===== config.mk =====
export PLATFORM = sky130hd
export DESIGN_NAME = fpp_ram
export DESIGN_NICKNAME = d
export VERILOG_FILES = /design/src/design/fpp_ram.sv
export SDC_FILE = /design/constraint.sdc
export NUM_CORES = 1
export LEC_CHECK = 0
export BUFFER_PORTS_ARGS = -buffer_cell sky130_fd_sc_hd__buf_2
export CORE_UTILIZATION = 49
export DETAILED_ROUTE_END_ITERATION = 7
export PLACE_DENSITY = 0.65
export SKIP_LAST_GASP = 1
export SLEW_MARGIN = 20
export SYNTH_ARGS = -nofsm -noshare
export SYNTH_HDL_FRONTEND = slang
export SYNTH_SLANG_ARGS = --single-unit

===== constraint.sdc =====
create_clock -name clk_i -period 3.08 [get_ports clk_i]
set_input_delay 0.308 -clock clk_i [delete_from_list [all_inputs] [get_ports clk_i]]
set_output_delay 0.308 -clock clk_i [all_outputs]
set_load 0.02 [all_outputs]

===== src/design/fpp_ram.sv =====
// Generic single-clock RAM: one write port, one read port with registered read data.
module fpp_ram #(
  parameter int unsigned WIDTH = 8,
  parameter int unsigned DEPTH = 32,
  parameter int unsigned AW    = (DEPTH > 1) ? $clog2(DEPTH) : 1
) (
  input  logic             clk_i,
  input  logic             we_i,
  input  logic [AW-1:0]    waddr_i,
  input  logic [WIDTH-1:0] wdata_i,
  input  logic             re_i,
  input  logic [AW-1:0]    raddr_i,
  output logic [WIDTH-1:0] rdata_o
);

  logic [WIDTH-1:0] mem_q [DEPTH];

  // write port
  always_ff @(posedge clk_i) begin
    if (we_i) begin
      mem_q[waddr_i] <= wdata_i;
    end
  end

  // read port, data holds until the next read
  always_ff @(posedge clk_i) begin
    if (re_i) begin
      rdata_o <= mem_q[raddr_i];
    end
  end

endmodule


== Word-level counts from Yosys, hierarchy flattened ==
Memories as Yosys holds them, arrays and structs flattened. A register that Yosys moved wholly into a read port is not among the register bits.
Cells that the tools add are included.

* Multiplexer cells: 2

{| class="wikitable"
|+ Operators with widths
! cell !! number
|-
| $mux W1 || 2
|}

* Register bits: 0
* RAM bits: 256
* Output and inout port bits: 8
* Logic and storage cells: 3
* Memories: 1

{| class="wikitable"
|+ Memory list
! name !! depth !! bits a word !! rd ports !! clocked after memory_dff !! write ports !! line !! source
|-
| mem_q || 32 || 8 || 1 || 1 || 1 || 16 || <nowiki>logic [WIDTH-1:0] mem_q [DEPTH];</nowiki>
|}

== Longest topological paths before layout ==
* Word-level depth: 2
* Mapped depth: 5
* Mapped depth without buffers: 3

== Worst setup path after synthesis ==
Ideal clock, no wire load.

* Path kind: input to register
* Start: in raddr_i[2]
* End: reg rdata_o[0] (read register of mem_q), data pin
* Setup time: 0.260 ns
* Arrival time: 1.990 ns
* Setup slack: 0.830 ns
* Cell stages on the path: 5
* Buffers on the path: 2
* Cells stage by stage: clkbuf_1 clkbuf_1 mux4_2 mux4_2 mux2_2

{| class="wikitable"
|+ RTL lines
! element !! line !! source
|-
| start: declaration || 12 || <nowiki>input logic [AW-1:0] raddr_i,</nowiki>
|-
| end: declaration || 13 || <nowiki>output logic [WIDTH-1:0] rdata_o</nowiki>
|}

==> results_dict.tcl <==
set metrics [dict create \
    synth.top_cells.by_area "sky130_fd_sc_hd__edfxtp_1 (78%), sky130_fd_sc_hd__mux4_2 (18%), sky130_fd_sc_hd__nor2_1 (1.2%), sky130_fd_sc_hd__mux2_2 (0.89%), sky130_fd_sc_hd__buf_4 (0.44%)" \
    placementRows 52 \
    grt_antenna_before_repair 0 \
    setup_repair_after_global_routing_missed_its_margin "no" \
    ant_nets 0 \
    die_width_um 146 \
    layout_worst_path_cycle_share 0.653 \
    nNetsFinal 488 \
    cts_root_buffer "sky130_fd_sc_hd__clkbuf_16" \
    coreArea_mm2 0.0202 \
    crit_required_ns 3.35 \
    syn2layout_area_growth_pct 12.6 \
    synth_top_flop_cell "sky130_fd_sc_hd__edfxtp_1" \
    grt_max_degree 65 \
    finalHoldViolations 0 \
    run_status "complete, no violations" \
    global_route.overflow_total 0 \
    clock_sink_count 264 \
    worst-setup-path-type "in -> reg" \
    yosysSeqAreaShare 0.782 \
    achievable-frequency_mhz 498 \
    critPathMaxFanout 16 \
    ys_async_sr_fraction 0 \
    netSwitchingPower_w 0.00147 \
    setup_violations 0 \
    flip_flop_and_latch_count_after_synthesis 264 \
    cts_setup_buffers 0 \
    irDropWorstVdd_mv 0.348 \
    synth.largest_area_cell "sky130_fd_sc_hd__edfxtp_1" \
    starting_utilization_of_the_core_area 0.501 \
    cts_tree "built" \
    routedWlPerCell_um 26.5 \
    routabilityCongestion 0.710 \
    drt_first_pass_iters 4 \
    yosys-top-cells-count "sky130_fd_sc_hd__edfxtp_1 (264), sky130_fd_sc_hd__mux4_2 (80), sky130_fd_sc_hd__nor2_1 (33)" \
    synth_area_mm2 0.0101 \
    antenna_cells 0 \
    post-route-min-period_ns 2.01 \
    cp-end-kind "flip-flop" \
    dp_hpwl_um 12400 \
    p_int_w 0.00577 \
    finalWirelength_um 20000 \
    cts_repair_resize_count 0 \
    synth_enable_flop_cells 264 \
    placed_area_mm2 0.0107 \
    p_clk_frac 0.393 \
    combPwrFrac 0.052 \
    num_cts_buffers 26 \
    power.leakage_nw 3.55 \
    clk_pin_slew_ns 0.06 \
    die-area_mm2 0.0213 \
    drt-vias-per-instance 5.94 \
    worstSkewPairLatency_ns 0.52 \
    max_cap_violations 0 \
    route.detailed.drc 0 \
    routed-via-count 4494 \
    cts-root-to-sink-buffers 3 \
    number_of_global_route_vias_before_repair 4591 \
    yosysMostFrequentCell "sky130_fd_sc_hd__edfxtp_1" \
    slew_headroom 0.328 \
    grt_usage 0.198 \
    grt_first_pass_wirelength_um 30200 \
    htreeDepth 1 \
    hold_buffers 0 \
    synthesis.yosys.warnings 0 \
    synthDistinctLibCells 14 \
    cp-start-kind "input port" \
    die-height_um 146 \
    seq_power_share 0.556 \
    layout_setup_ws_ns 1.07 \
    num_io_pins 29 \
    finalMaxSlewViolations 0 \
    holdCritPathClass "in -> reg" \
    power.switching_fraction 0.203 \
    dp_worst_setup_slack_ns 0.499 \
    synth.avg_cell_area_um2 24.3 \
    synthesis.instances 417 \
    drt_initial_violations 492 \
    drive_gt1_frac 0.344 \
    postSynthNetCount 438 \
    final_design_area_no_fill_mm2 0.0114 \
    totalNegativeSetupSlack_ns 0 \
    synthDominantCellAreaShare 0.782 \
    fillers 1467 \
    placement.io_buffers 28 \
    worstMarginPinSlew_ns 1.00 \
    fin_worst_skew_ns 0.0149 \
    power.density_cell_area_mw_per_mm2 634 \
    whs_ns 0.156 \
    worst-endpoint-arrival_ns 2.28 \
]
[worst max-delay path, cell delays in order]
cell and delay [ns]:
sky130_fd_sc_hd__buf_4 0.29, sky130_fd_sc_hd__buf_4 0.29, sky130_fd_sc_hd__mux4_2 0.58, sky130_fd_sc_hd__mux4_2 0.52, sky130_fd_sc_hd__mux2_2 0.28
[worst paths after layout]
check	start	endpoint	slack, ns	depth (start not counted)
worst min-delay path	re_i	rdata_o[1]	0.16	1
worst max register to register	mem_q[13][1]	rdata_o[1]	1.14	3
worst min register to register	mem_q[5][5]	rdata_o[5]	0.99	3
worst max-delay path	raddr_i[0]	rdata_o[1]	1.07	5
[cell type report]
type	instances	area [um2]	area share
Multi-Input combinational cell	133	2100	0.184
Sequential cell	264	7930	0.695
Clock inverter	14	65.1	0.00570
Tap cell	270	338	0.0296
Clock buffer	33	698	0.0612
Timing Repair Buffer	42	285	0.0250
[per-layer routing]
metal  vias to the layer above  track usage  routed length [um]  share of wire
li1                       1884            -                   -              -
met1                      2423        0.304                8990           0.45
met2                       166        0.306                9660           0.48
met3                        21       0.0260                1170          0.058
met4                         0       0.0463                 231          0.012
met5                         -            0                   0              0
[power by group through the flow]
stage / clock network (W) / logic, W / registers, W
2_1_floorplan: 0 / 0.000213 / 0.00411
3_3_place_gp: 0 / 0.000373 / 0.00410
4_1_cts: 0.00289 / 0.000381 / 0.00403
6_report: 0.00284 / 0.000373 / 0.00402
3_5_place_dp: 0 / 0.000381 / 0.00410
5_1_grt: 0.00302 / 0.000398 / 0.00403
[kinds of logic after synthesis]
group                  count (synthesis)  share of synthesized area
buffers and inverters                 20                     0.0105
and+or+nand+nor                       45                     0.0205
muxes                                 88                      0.187
DFF                                  264                      0.782
[sequential cells by signal (all words and copies together), names as in the netlist]
name     count
mem_q      256
rdata_o      8
[cell usage in the layout (no fill, tap or decap), drive strengths merged, types with 2 or more instances in the layout]
cell type  synthesis  final
edfxtp           264    264
mux4              80     80
mux2               8      8
clkinv             0     13
or3b               3      3
nand3              2      2
clkbuf             6     33
nand3b             5      5
nor2              33     33
buf               14     42
[metrics by stage]
step	utilization	total power, W	std cells
after global routing	0.564	0.00745	756
after detailed placement	0.526	0.00448	709
after global placement	0.526	0.00447	709
final	0.564	0.00724	756
after CTS	0.564	0.00729	756
after floorplan	-	0.00432	417
(Power assumes the default switching activity.)
